File: config.mk
export PLATFORM = sky130hd
export DESIGN_NAME = sha256_stream_hasher
export DESIGN_NICKNAME = d
export VERILOG_FILES = /design/src/design/sha_pkg.sv /design/src/design/sha_ctrl.sv /design/src/design/sha_dp.sv /design/src/design/sha256_stream_hasher.sv
export SDC_FILE = /design/constraint.sdc
export NUM_CORES = 2
export LEC_CHECK = 0
export BUFFER_PORTS_ARGS = -buffer_cell sky130_fd_sc_hd__buf_2
export CELL_PAD_IN_SITES_DETAIL_PLACEMENT = 1
export CELL_PAD_IN_SITES_GLOBAL_PLACEMENT = 1
export CORE_MARGIN = 3
export CORE_UTILIZATION = 40
export CTS_BUF_LIST = sky130_fd_sc_hd__clkbuf_16
export DETAILED_ROUTE_END_ITERATION = 16
export GPL_TIMING_DRIVEN = 0
export PLACE_DENSITY = 0.76
export SYNTH_ARGS = -nofsm -noshare
export SYNTH_HDL_FRONTEND = slang
export SYNTH_SLANG_ARGS = --single-unit
File: constraint.sdc
create_clock -name i_clk -period 23.3 [get_ports i_clk]
set_input_delay 1.165 -clock i_clk [delete_from_list [all_inputs] [get_ports i_clk]]
set_output_delay 1.165 -clock i_clk [all_outputs]
set_load 0.005 [all_outputs]
File: src/design/sha_pkg.sv
// sha-256 stream hasher: shared constants, command struct and round functions
// used by the controller, the datapath and the top level; no dependencies
`default_nettype none

package sha_pkg;

    localparam int unsigned BLOCK_BYTES = 64;
    localparam int unsigned ROUNDS      = 64;
    localparam int unsigned LEN_WIDTH   = 61;
    localparam int unsigned PAD_LEN_POS = 56;

    localparam logic [7:0] PAD_MARK = 8'h80;

    // source of the byte pushed into the block register
    localparam logic [1:0] BSEL_DATA = 2'd0;
    localparam logic [1:0] BSEL_MARK = 2'd1;
    localparam logic [1:0] BSEL_ZERO = 2'd2;
    localparam logic [1:0] BSEL_LEN  = 2'd3;

    localparam logic [7:0][31:0] INIT_HASH = {
        32'h5be0cd19, 32'h1f83d9ab, 32'h9b05688c, 32'h510e527f,
        32'ha54ff53a, 32'h3c6ef372, 32'hbb67ae85, 32'h6a09e667
    };

    localparam logic [31:0] ROUND_K [0:63] = '{
        32'h428a2f98, 32'h71374491, 32'hb5c0fbcf, 32'he9b5dba5,
        32'h3956c25b, 32'h59f111f1, 32'h923f82a4, 32'hab1c5ed5,
        32'hd807aa98, 32'h12835b01, 32'h243185be, 32'h550c7dc3,
        32'h72be5d74, 32'h80deb1fe, 32'h9bdc06a7, 32'hc19bf174,
        32'he49b69c1, 32'hefbe4786, 32'h0fc19dc6, 32'h240ca1cc,
        32'h2de92c6f, 32'h4a7484aa, 32'h5cb0a9dc, 32'h76f988da,
        32'h983e5152, 32'ha831c66d, 32'hb00327c8, 32'hbf597fc7,
        32'hc6e00bf3, 32'hd5a79147, 32'h06ca6351, 32'h14292967,
        32'h27b70a85, 32'h2e1b2138, 32'h4d2c6dfc, 32'h53380d13,
        32'h650a7354, 32'h766a0abb, 32'h81c2c92e, 32'h92722c85,
        32'ha2bfe8a1, 32'ha81a664b, 32'hc24b8b70, 32'hc76c51a3,
        32'hd192e819, 32'hd6990624, 32'hf40e3585, 32'h106aa070,
        32'h19a4c116, 32'h1e376c08, 32'h2748774c, 32'h34b0bcb5,
        32'h391c0cb3, 32'h4ed8aa4a, 32'h5b9cca4f, 32'h682e6ff3,
        32'h748f82ee, 32'h78a5636f, 32'h84c87814, 32'h8cc70208,
        32'h90befffa, 32'ha4506ceb, 32'hbef9a3f7, 32'hc67178f2
    };

    typedef struct packed {
        logic       push;
        logic [1:0] byte_sel;
        logic [2:0] len_idx;
        logic       len_inc;
        logic       init_work;
        logic       round;
        logic [5:0] round_idx;
        logic       add_chain;
        logic       restart;
        logic [2:0] out_idx;
    } t_dp_cmd;

    function automatic logic [31:0] rotr(input logic [31:0] x, input int unsigned n);
        return (x >> n) | (x << (32 - n));
    endfunction

    function automatic logic [31:0] big_sigma0(input logic [31:0] x);
        return rotr(x, 2) ^ rotr(x, 13) ^ rotr(x, 22);
    endfunction

    function automatic logic [31:0] big_sigma1(input logic [31:0] x);
        return rotr(x, 6) ^ rotr(x, 11) ^ rotr(x, 25);
    endfunction

    function automatic logic [31:0] small_sigma0(input logic [31:0] x);
        return rotr(x, 7) ^ rotr(x, 18) ^ (x >> 3);
    endfunction

    function automatic logic [31:0] small_sigma1(input logic [31:0] x);
        return rotr(x, 17) ^ rotr(x, 19) ^ (x >> 10);
    endfunction

endpackage

`default_nettype wire

File: src/design/sha_ctrl.sv
// sha-256 stream hasher controller: input and output handshakes, fill count,
// padding sequence and round counter; drives the datapath through t_dp_cmd
`default_nettype none

module sha_ctrl import sha_pkg::*; (
    input  wire logic    i_clk,
    input  wire logic    i_rst_n,
    input  wire logic    i_valid,
    output logic         o_stall,
    input  wire logic    i_byte_present,
    input  wire logic    i_end_of_message,
    output logic         o_valid,
    input  wire logic    i_stall,
    output logic [2:0]   o_word_index,
    output logic         o_final_word,
    output t_dp_cmd      o_cmd
);

    localparam logic [2:0] S_LOAD = 3'd0;
    localparam logic [2:0] S_PAD  = 3'd1;
    localparam logic [2:0] S_COMP = 3'd2;
    localparam logic [2:0] S_ADD  = 3'd3;
    localparam logic [2:0] S_OUT  = 3'd4;

    localparam logic [5:0] FILL_LAST = 6'(BLOCK_BYTES - 1);
    localparam logic [5:0] RND_LAST  = 6'(ROUNDS - 1);
    localparam logic [5:0] LEN_POS   = 6'(PAD_LEN_POS);
    localparam logic [2:0] IDX_LAST  = 3'd7;

    logic [2:0] r_state, n_state;
    logic [5:0] r_fill, n_fill;
    logic [5:0] r_rnd, n_rnd;
    logic       r_fin, n_fin;     // message is being closed
    logic       r_first, n_first; // pad mark still to be placed
    logic       r_last, n_last;   // current block carries the length
    logic [2:0] r_idx, n_idx;

    always_comb begin
        n_state = r_state;
        n_fill  = r_fill;
        n_rnd   = r_rnd;
        n_fin   = r_fin;
        n_first = r_first;
        n_last  = r_last;
        n_idx   = r_idx;
        o_cmd   = '0;
        o_cmd.round_idx = r_rnd;
        o_cmd.out_idx   = r_idx;
        o_cmd.len_idx   = r_fill[2:0];

        case (r_state)
            S_LOAD: begin
                if (i_valid) begin
                    if (i_byte_present) begin
                        o_cmd.push     = 1'b1;
                        o_cmd.byte_sel = BSEL_DATA;
                        o_cmd.len_inc  = 1'b1;
                        n_fill         = r_fill + 6'd1;
                        if (r_fill == FILL_LAST) begin
                            o_cmd.init_work = 1'b1;
                            n_state = S_COMP;
                            n_rnd   = '0;
                            n_fin   = i_end_of_message;
                            n_first = i_end_of_message;
                        end else if (i_end_of_message) begin
                            n_state = S_PAD;
                            n_fin   = 1'b1;
                            n_first = 1'b1;
                        end
                    end else if (i_end_of_message) begin
                        n_state = S_PAD;
                        n_fin   = 1'b1;
                        n_first = 1'b1;
                    end
                end
            end
            S_PAD: begin
                o_cmd.push = 1'b1;
                if (r_first) begin
                    o_cmd.byte_sel = BSEL_MARK;
                    n_first = 1'b0;
                    // mark fits before the length field: this is the last block
                    if (r_fill < LEN_POS) begin
                        n_last = 1'b1;
                    end
                end else if (r_last && r_fill >= LEN_POS) begin
                    o_cmd.byte_sel = BSEL_LEN;
                end else begin
                    o_cmd.byte_sel = BSEL_ZERO;
                end
                n_fill = r_fill + 6'd1;
                if (r_fill == FILL_LAST) begin
                    o_cmd.init_work = 1'b1;
                    n_state = S_COMP;
                    n_rnd   = '0;
                end
            end
            S_COMP: begin
                o_cmd.round = 1'b1;
                n_rnd = r_rnd + 6'd1;
                if (r_rnd == RND_LAST) begin
                    n_state = S_ADD;
                end
            end
            S_ADD: begin
                o_cmd.add_chain = 1'b1;
                if (!r_fin) begin
                    n_state = S_LOAD;
                end else if (r_last) begin
                    n_state = S_OUT;
                    n_idx   = '0;
                end else begin
                    // overflow block done, next block holds the length
                    n_state = S_PAD;
                    n_last  = 1'b1;
                end
            end
            S_OUT: begin
                if (!i_stall) begin
                    if (r_idx == IDX_LAST) begin
                        o_cmd.restart = 1'b1;
                        n_state = S_LOAD;
                        n_fill  = '0;
                        n_fin   = 1'b0;
                        n_first = 1'b0;
                        n_last  = 1'b0;
                    end else begin
                        n_idx = r_idx + 3'd1;
                    end
                end
            end
            default: begin
                n_state = S_LOAD;
            end
        endcase
    end

    always_ff @(posedge i_clk) begin
        if (!i_rst_n) begin
            r_state <= S_LOAD;
            r_fill  <= '0;
            r_rnd   <= '0;
            r_fin   <= 1'b0;
            r_first <= 1'b0;
            r_last  <= 1'b0;
            r_idx   <= '0;
        end else begin
            r_state <= n_state;
            r_fill  <= n_fill;
            r_rnd   <= n_rnd;
            r_fin   <= n_fin;
            r_first <= n_first;
            r_last  <= n_last;
            r_idx   <= n_idx;
        end
    end

    assign o_stall      = (r_state != S_LOAD);
    assign o_valid      = (r_state == S_OUT);
    assign o_word_index = r_idx;
    assign o_final_word = (r_idx == IDX_LAST);

endmodule

`default_nettype wire

File: src/design/sha_dp.sv
// sha-256 stream hasher datapath: block shift register doubling as the
// message schedule window, working variables, chaining words, byte counter
`default_nettype none

module sha_dp import sha_pkg::*; (
    input  wire logic        i_clk,
    input  wire logic        i_rst_n,
    input  wire t_dp_cmd     i_cmd,
    input  wire logic [7:0]  i_data_byte,
    output logic [31:0]      o_digest_word
);

    localparam int unsigned BLK_W = BLOCK_BYTES * 8;

    logic [BLK_W-1:0]     r_blk;
    logic [7:0][31:0]     r_v;
    logic [7:0][31:0]     r_h;
    logic [LEN_WIDTH-1:0] r_len;

    logic [63:0] len_bits;
    logic [7:0]  push_byte;
    logic [31:0] w0, w1, w9, w14, w_new;
    logic [31:0] t1, t2;
    logic [31:0] ch, maj;

    assign len_bits = {r_len, 3'b000};

    always_comb begin
        case (i_cmd.byte_sel)
            BSEL_DATA: push_byte = i_data_byte;
            BSEL_MARK: push_byte = PAD_MARK;
            BSEL_LEN:  push_byte = len_bits[{~i_cmd.len_idx, 3'b000} +: 8];
            default:   push_byte = 8'h00;
        endcase
    end

    // window holds w[t] .. w[t+15], w[t] in the top word
    assign w0  = r_blk[BLK_W-1    -: 32];
    assign w1  = r_blk[BLK_W-33   -: 32];
    assign w9  = r_blk[BLK_W-289  -: 32];
    assign w14 = r_blk[BLK_W-449  -: 32];
    assign w_new = small_sigma1(w14) + w9 + small_sigma0(w1) + w0;

    assign ch  = (r_v[4] & r_v[5]) ^ (~r_v[4] & r_v[6]);
    assign maj = (r_v[0] & r_v[1]) ^ (r_v[0] & r_v[2]) ^ (r_v[1] & r_v[2]);
    assign t1  = r_v[7] + big_sigma1(r_v[4]) + ch + ROUND_K[i_cmd.round_idx] + w0;
    assign t2  = big_sigma0(r_v[0]) + maj;

    always_ff @(posedge i_clk) begin
        if (i_cmd.push) begin
            r_blk <= {r_blk[BLK_W-9:0], push_byte};
        end else if (i_cmd.round) begin
            r_blk <= {r_blk[BLK_W-33:0], w_new};
        end

        if (i_cmd.init_work) begin
            r_v <= r_h;
        end else if (i_cmd.round) begin
            r_v[7] <= r_v[6];
            r_v[6] <= r_v[5];
            r_v[5] <= r_v[4];
            r_v[4] <= r_v[3] + t1;
            r_v[3] <= r_v[2];
            r_v[2] <= r_v[1];
            r_v[1] <= r_v[0];
            r_v[0] <= t1 + t2;
        end
    end

    always_ff @(posedge i_clk) begin
        if (!i_rst_n) begin
            r_h   <= INIT_HASH;
            r_len <= '0;
        end else begin
            if (i_cmd.restart) begin
                r_h <= INIT_HASH;
            end else if (i_cmd.add_chain) begin
                for (int k = 0; k < 8; k++) begin
                    r_h[k] <= r_h[k] + r_v[k];
                end
            end
            if (i_cmd.restart) begin
                r_len <= '0;
            end else if (i_cmd.len_inc) begin
                r_len <= r_len + LEN_WIDTH'(1);
            end
        end
    end

    assign o_digest_word = r_h[i_cmd.out_idx];

endmodule

`default_nettype wire

File: src/design/sha256_stream_hasher.sv
// one byte item per cycle while a block fills; the item that fills a
// block is followed by a stall while the single round unit runs the 64 rounds
// and then one chain add. a closing item costs the padding bytes plus one or two
// compressions, then eight digest words, one per unstalled cycle.
// synchronous active-low reset loads the initial hash and clears all counters
`default_nettype none

module sha256_stream_hasher import sha_pkg::*; (
    input  wire logic        i_clk,
    input  wire logic        i_rst_n,
    input  wire logic        i_valid,
    output logic             o_stall,
    input  wire logic [7:0]  i_data_byte,
    input  wire logic        i_byte_present,
    input  wire logic        i_end_of_message,
    output logic             o_valid,
    input  wire logic        i_stall,
    output logic [31:0]      o_digest_word,
    output logic [2:0]       o_word_index,
    output logic             o_final_word
);

    t_dp_cmd cmd;

    sha_ctrl u_ctrl (
        .i_clk            (i_clk),
        .i_rst_n          (i_rst_n),
        .i_valid          (i_valid),
        .o_stall          (o_stall),
        .i_byte_present   (i_byte_present),
        .i_end_of_message (i_end_of_message),
        .o_valid          (o_valid),
        .i_stall          (i_stall),
        .o_word_index     (o_word_index),
        .o_final_word     (o_final_word),
        .o_cmd            (cmd)
    );

    sha_dp u_dp (
        .i_clk         (i_clk),
        .i_rst_n       (i_rst_n),
        .i_cmd         (cmd),
        .i_data_byte   (i_data_byte),
        .o_digest_word (o_digest_word)
    );

endmodule

`default_nettype wire

Yosys cells after proc, flatten, opt, wreduce, memory -nomap -nowiden. Memories as Yosys holds them, arrays and structs flattened. Index checks and enable logic that the tools add are counted.

Register bits after elaboration: 1106. Bits in read-only memories: 2048. Input bits: 14. Output and inout port bits: 38. Word-level logic and storage cells: 187. Memories kept: 1.

Memories: (name not given) (words 64, bits a word 32, read ports 1, clocked after Yosys merged registers in 0, write ports 0, RTL line sha_dp.sv:46) `assign t1 = r_v[7] + big_sigma1(r_v[4]) + ch + ROUND_K[i_cmd.round_idx] + w0;`.

Add/sub/neg operators: 22. Order comparisons: 4. Eq/ne operators: 20. Shifts and indexed selects: 1. Mux-type cells: 65. Bitwise operators: 30. Reductions and logical operators: 19.

Operator list (number): 512-bit two-way mux (2); 32-bit adder (18); 256-bit two-way mux (2); 32-bit XOR (9); 32-bit AND (5); 32-bit binary-select mux with 3-bit select (1); 32-bit two-way mux (3); 64-bit by 7-bit variable part select with 8-bit output (1); 61-bit by 1-bit adder with 61-bit output, second input constant (1); 3-bit two-way mux (16); 6-bit two-way mux (7); 6-bit one-hot mux with 3 select lines (2); 32-bit NOT (1); 10-bit by 32-bit OR with 32-bit output (1); 13-bit by 32-bit OR with 32-bit output (1); 14-bit by 32-bit OR with 32-bit output (1); 15-bit by 32-bit OR with 32-bit output (1); 19-bit by 32-bit OR with 32-bit output (1); 21-bit by 32-bit OR with 32-bit output (1); 25-bit by 32-bit OR with 32-bit output (1); 26-bit by 32-bit OR with 32-bit output (1); 30-bit by 32-bit OR with 32-bit output (1); 7-bit by 32-bit OR with 32-bit output (1); 32-bit by 22-bit XOR with 32-bit output (1); 35 further kinds (82).

Depth between registers and ports, before layout.
Depth in word-level cells: 10. Gate-level depth with buffers: 39. Gate-level depth less buffers: 37.

Modules after synthesis. Synthesis repeated with hierarchy kept, for this count alone.

Cell total of the unflattened synthesis: 7106. Area, all modules: 74940.6 µm².

Modules (own cells, without submodules): sha_dp (times used 1, cells an instance 6958, area each 73723.2 µm², seq. area each 29408.2 µm²); sha_ctrl (times used 1, cells an instance 148, area each 1217.4 µm², seq. area each 420.4 µm²).

Worst setup path after synthesis. Ideal clock, no wire load.

Path kind: input port to flip-flop. Start: in i_valid. End: reg u_dp.r_blk[0] (enable). Library setup time: 3.671 ns. Arrival time: 10.476 ns. Required time: 19.629 ns. Setup slack: 9.152 ns. Stages on the path: 6. Path buffers: 3. Path through: and3_1 > buf_2 > nor2_1 > clkbuf_1 > clkbuf_1 > nand2_1.

Word-level cells in the longest chain between the ends: 3.

Ends and longest elaborated chain: from (decl) (RTL line sha256_stream_hasher.sv:11) `input wire logic i_valid,`; 3-bit two-way mux (RTL line sha_ctrl.sv:53) `if (i_valid) begin`; 3-bit one-hot mux with 2 select lines (RTL line sha_ctrl.sv:51) `case (r_state)`; 2-bit nonzero test (no source line); to (signal assigned) (RTL line sha_dp.sv:51) `r_blk <= {r_blk[BLK_W-9:0], push_byte};`; to (signal assigned) (RTL line sha_dp.sv:53) `r_blk <= {r_blk[BLK_W-33:0], w_new};`; to (decl) (RTL line sha_dp.sv:15) `logic [BLK_W-1:0] r_blk;`.

No other way between the ends. A chain may end at the register's enable or synchronous reset.

Worst setup path after layout.
Start: reg u_ctrl.r_rnd[1]. End: reg u_dp.r_v[31] in the netlist's numbering (data pin).

Word-level cells in the longest chain between the ends: 9.

Ends and longest elaborated chain: from (decl) (RTL line sha_ctrl.sv:32) `logic [5:0] r_rnd, n_rnd;`; from (signal assigned) (RTL line sha_ctrl.sv:150) `r_rnd <= n_rnd;`; 6-bit NOT with 7-bit output (implied by the code) (RTL line sha_dp.sv:46); memory read 64 x 32 bit; 32-bit two-way mux (implied by the code) (2 in a row) (RTL line sha_dp.sv:46); 32-bit adder (2 in a row) (RTL line sha_dp.sv:46); 32-bit adder (RTL line sha_dp.sv:66) `r_v[0] <= t1 + t2;`; 256-bit two-way mux (RTL line sha_dp.sv:58) `end else if (i_cmd.round) begin`; 256-bit two-way mux (RTL line sha_dp.sv:56) `if (i_cmd.init_work) begin`; to (signal assigned) (RTL line sha_dp.sv:57) `r_v <= r_h;`; to (decl) (RTL line sha_dp.sv:16) `logic [7:0][31:0] r_v;`.

No other way between the ends. The select of a mux whose other input is x is not followed.

==> metrics.log <==
INFO  metric postSynthCellCount = 8,273
INFO  metric detailedPlace.worstSlack = 11.06 ns
INFO  metric post_synth_mux_area_share = 3.869%
INFO  metric number_of_antenna_violations_at_the_first_check_in_global_routing = 20
INFO  metric crit-reg2reg-capture = u_dp.r_v[31]
INFO  metric critical_path_required = 23.95 ns
INFO  metric post_cts_repair_resize_count = 0
INFO  metric fin_nets = 9,090
INFO  metric clk_latency = 0.82 ns
INFO  metric globalRouteTotalUtil = 33.32%
INFO  metric top_cells_by_count_synth = 2,522 x sky130_fd_sc_hd__nand2_1, 768 x sky130_fd_sc_hd__edfxtp_1, 510 x sky130_fd_sc_hd__a21oi_1
INFO  metric hpwlAfterDp = 251.6 mm
INFO  metric drt_pass_1_iters = 5
INFO  metric post_synth_instance_area = 0.07400 mm^2
INFO  metric synth_area_per_cell = 8.945 um^2
INFO  metric synthArstFlopShare = 0%
INFO  metric critPathMaxStageDelay = 0.83 ns
INFO  metric layout-drive-gt1-share = 5.445%
INFO  metric number_of_warnings_issued_by_yosys = 0
INFO  metric filler_cell_count = 21,388
INFO  metric critical_path.startpoint_type = register
INFO  metric skew = 0.03461 ns
INFO  metric placement_rows = 157
INFO  metric grt_busiest_layer = met2
INFO  metric finalWorstPathRequiredPeriod = 12.70 ns
INFO  metric pin_count_of_the_biggest_net_entering_global_routing = 71
INFO  metric max_cap_violations = 7
INFO  metric syn2layout_area_growth = 11.39%
INFO  metric rr_worst_depth = 35
INFO  metric max-clock-path-buffers = 3
INFO  metric crit_start = u_ctrl.r_rnd[1]
INFO  metric tritoncts = yes
INFO  metric dr.first_iter.drc_count = 7,597
INFO  metric synthSimpleGateAreaFrac = 18.93%
INFO  metric count_of_flip_flops_with_a_built_in_enable_after_synthesis = 768
INFO  metric critical_path_at = 13.36 ns
INFO  metric critPathSlowestCell = sky130_fd_sc_hd__a21oi_1
INFO  metric max_clock_freq = 78.72 MHz
INFO  metric routed_wire_length_per_instance = 29.33 um
INFO  metric cts_hold_repair.buffers = 0
INFO  metric via_count_of_the_first_global_routing_pass = 67,047
INFO  metric largest_family_of_logic_cells_by_synthesized_area = simple AND/OR/NAND/NOR gates
INFO  metric seq_area_frac_synth = 40.31%
INFO  metric cts-buffers-inserted = 136
INFO  metric route.detailed.drc = 0
INFO  metric port_buffers = 51
INFO  metric hold_violation_total_from_the_final_report = 0
INFO  metric endpoint = u_dp.r_v[31]
INFO  metric grt.met1_usage = 44.98%
INFO  metric max_slew_margin = -5.038%
INFO  metric floorplan.die.width = 436.1 um
INFO  metric routed_via_count = 66,764
INFO  metric xor_xnor_cell_area_share_of_the_yosys_netlist = 7.096%
INFO  metric postSynthNetCount = 8,881
INFO  metric synth_compound_area_share = 13.74%
INFO  metric worst-setup-path-type = register to register
INFO  metric timing.rr.start = u_ctrl.r_rnd[1]
INFO  metric die_area = 0.1902 mm^2
INFO  metric setup-violations-final = 0
INFO  metric run_status = finished with violations
INFO  metric synth_most_common_cell = sky130_fd_sc_hd__nand2_1
INFO  metric grt_setup_unrepaired = no
INFO  metric post-synth-top-area-fraction = 31.17%
INFO  metric clockRootBuffer = sky130_fd_sc_hd__clkbuf_16
INFO  metric cts.reportedPaths.clkPinSlew = 0.06 ns
INFO  metric synth_top_flop_cell = sky130_fd_sc_hd__edfxtp_1
INFO  metric synth_top_cell_by_area = sky130_fd_sc_hd__edfxtp_1
INFO  metric drt.antenna.violating_nets = 0
INFO  metric holdCritPathClass = register to register
INFO  metric io_pins = 52
INFO  metric die_y = 436.1 um
INFO  metric timing.hold.ws = 0.4899 ns
INFO  metric layout_setup_ws = 10.60 ns
INFO  metric routed_via_density = 6.032
INFO  metric worst_setup_path_end_kind = register
INFO  metric final_core_util = 44.92%
INFO  metric failed_checks = max-capacitance violations, max-slew violations
INFO  metric worst_hold_startpoint = u_dp.r_len[1]
INFO  metric use_met3 = 6.357%
INFO  metric cts_post_setup_buffers_inserted = 0
INFO  metric worst-r2r-setup-slack = 10.60 ns
INFO  metric ctsHtreeMaxLevel = 4
INFO  metric final_min_period_over_clock_period = 54.52%
INFO  metric number_of_distinct_library_cells_after_synthesis = 93
INFO  metric routability_driven_placement_congestion_ratio = 1.026
INFO  metric totalNegativeSetupSlack = 0 ns
INFO  metric tritoncts_num_sinks = 1,106
INFO  metric post_synth_fa_ha_maj_area_fraction = 12.37%
INFO  metric synth_seq_cells = 1,106
INFO  metric total_core_area = 0.1835 mm^2
INFO  metric global_route_congestion_overflow_total = 0
INFO  metric use_met2 = 49.17%
INFO  metric crit_path_frequent_cell = sky130_fd_sc_hd__fa_1
INFO  metric initial_core_utilization = 40.33%
INFO  metric synthTopCellsByArea = sky130_fd_sc_hd__edfxtp_1 31%, sky130_fd_sc_hd__nand2_1 13%, sky130_fd_sc_hd__dfxtp_1 9.1%, sky130_fd_sc_hd__ha_1 6.7%, sky130_fd_sc_hd__fa_1 5.3%
INFO  metric timing_worst_slew_pin_value = 1.576 ns
INFO  metric drt_wl_total = 324.6 mm
INFO  metric grt_pass1_wl = 465.4 mm
INFO  metric final_slew_viol_count = 66
INFO  metric critical_path.max_fanout = 14
==> metrics by stage <==
step / instances / instance area (um^2)
2_1_floorplan: 8273 / 74000
3_3_place_gp: 10788 / 77340
3_5_place_dp: 10808 / 77860
4_1_cts: 11059 / 82400
5_1_grt: 11061 / 82410
6_report: 11069 / 82430
==> registers in the layout, summed over array words and instances (netlist names) <==
name                 flops
u_dp.r_blk             512
u_ctrl.r_state           3
u_dp.r_h               256
u_ctrl.r_fin             1
u_ctrl.r_last            1
u_ctrl.o_word_index      3
u_dp.r_v               256
u_ctrl.r_fill            6
u_ctrl.r_rnd             6
u_dp.r_len              61
u_ctrl.r_first           1
==> kinds of logic (layout without fill, tap and decap cells) <==
family	Yosys count	count (layout)
mux	172	172
other cells	0	10
fa+ha+maj	620	620
flops	1106	1106
compound gates	1623	1623
simple gates	3431	3431
buf+inv	723	1045
xor+xnor	598	598
==> critical path, delay by kind of cell, from the launching register on <==
| family | cells | cell delay (ns) |
|---|---|---|
| fa+ha+maj | 8 | 3.84 |
| simple gates | 5 | 0.73 |
| compound gates | 14 | 4.01 |
| xor+xnor | 2 | 1.04 |
| flops | 1 | 0.55 |
| mux | 1 | 0.60 |
| buf+inv | 5 | 1.74 |
==> worst min path at each step <==
stage                                to  slack (ns)  depth (start not counted)
final                     u_dp.r_len[1]        0.49                          2
after global placement    u_dp.r_len[1]        0.48                          2
after global routing        u_dp.r_h[7]        0.53                          2
after detailed placement   u_dp.r_h[88]        0.48                          2
after floorplan           u_dp.r_h[159]        0.45                          2
after CTS                 u_dp.r_len[1]        0.49                          2
==> layer usage <==
| metal | part of all wire [%] | vias to the layer above |
|---|---|---|
| met3 | 9.4 | 848 |
| li1 | - | 28951 |
| met5 | 0.018 | - |
| met4 | 7.5 | 10 |
| met1 | 41 | 33588 |
| met2 | 42 | 3367 |
==> final cells by class <==
cell class,count,area [um^2],area share (%)
plain buffers,474,1812,2.198
repair buffers,71,743.2,0.9017
flip-flops and latches,1106,29830,36.19
well taps,2464,3083,3.740
clock inverters,112,1061,1.287
inverters,249,934.6,1.134
diodes,10,25.02,0.03036
clock buffers,139,3478,4.220
multi-input cells,6444,41460,50.30
==> cells in the final DEF (no fill, tap or decap), drive strengths merged, types with 17 or more instances in the layout <==
cell / count
nand2: 2522
edfxtp: 768
clkbuf: 579
a21oi: 510
xnor2: 431
ha: 399
nor2: 396
o21ai: 381
dfxtp: 338
inv: 288
fa: 195
a21o: 166
xor2: 166
buf: 105
nand3: 103
o211ai: 93
nor3: 90
mux4: 85
o21a: 70
a211oi: 68
nand2b: 66
mux2: 62
clkinv: 56
nor2b: 55
a31oi: 54
or3: 50
o21bai: 44
and3: 37
o31ai: 34
nand4: 33
maj3: 26
mux2i: 25
and2: 20
o22ai: 17
a21boi: 17
Power is left out: the tool's default activity adds up to more than one toggle a clock period on the data nets, which glitch-free logic cannot reach.
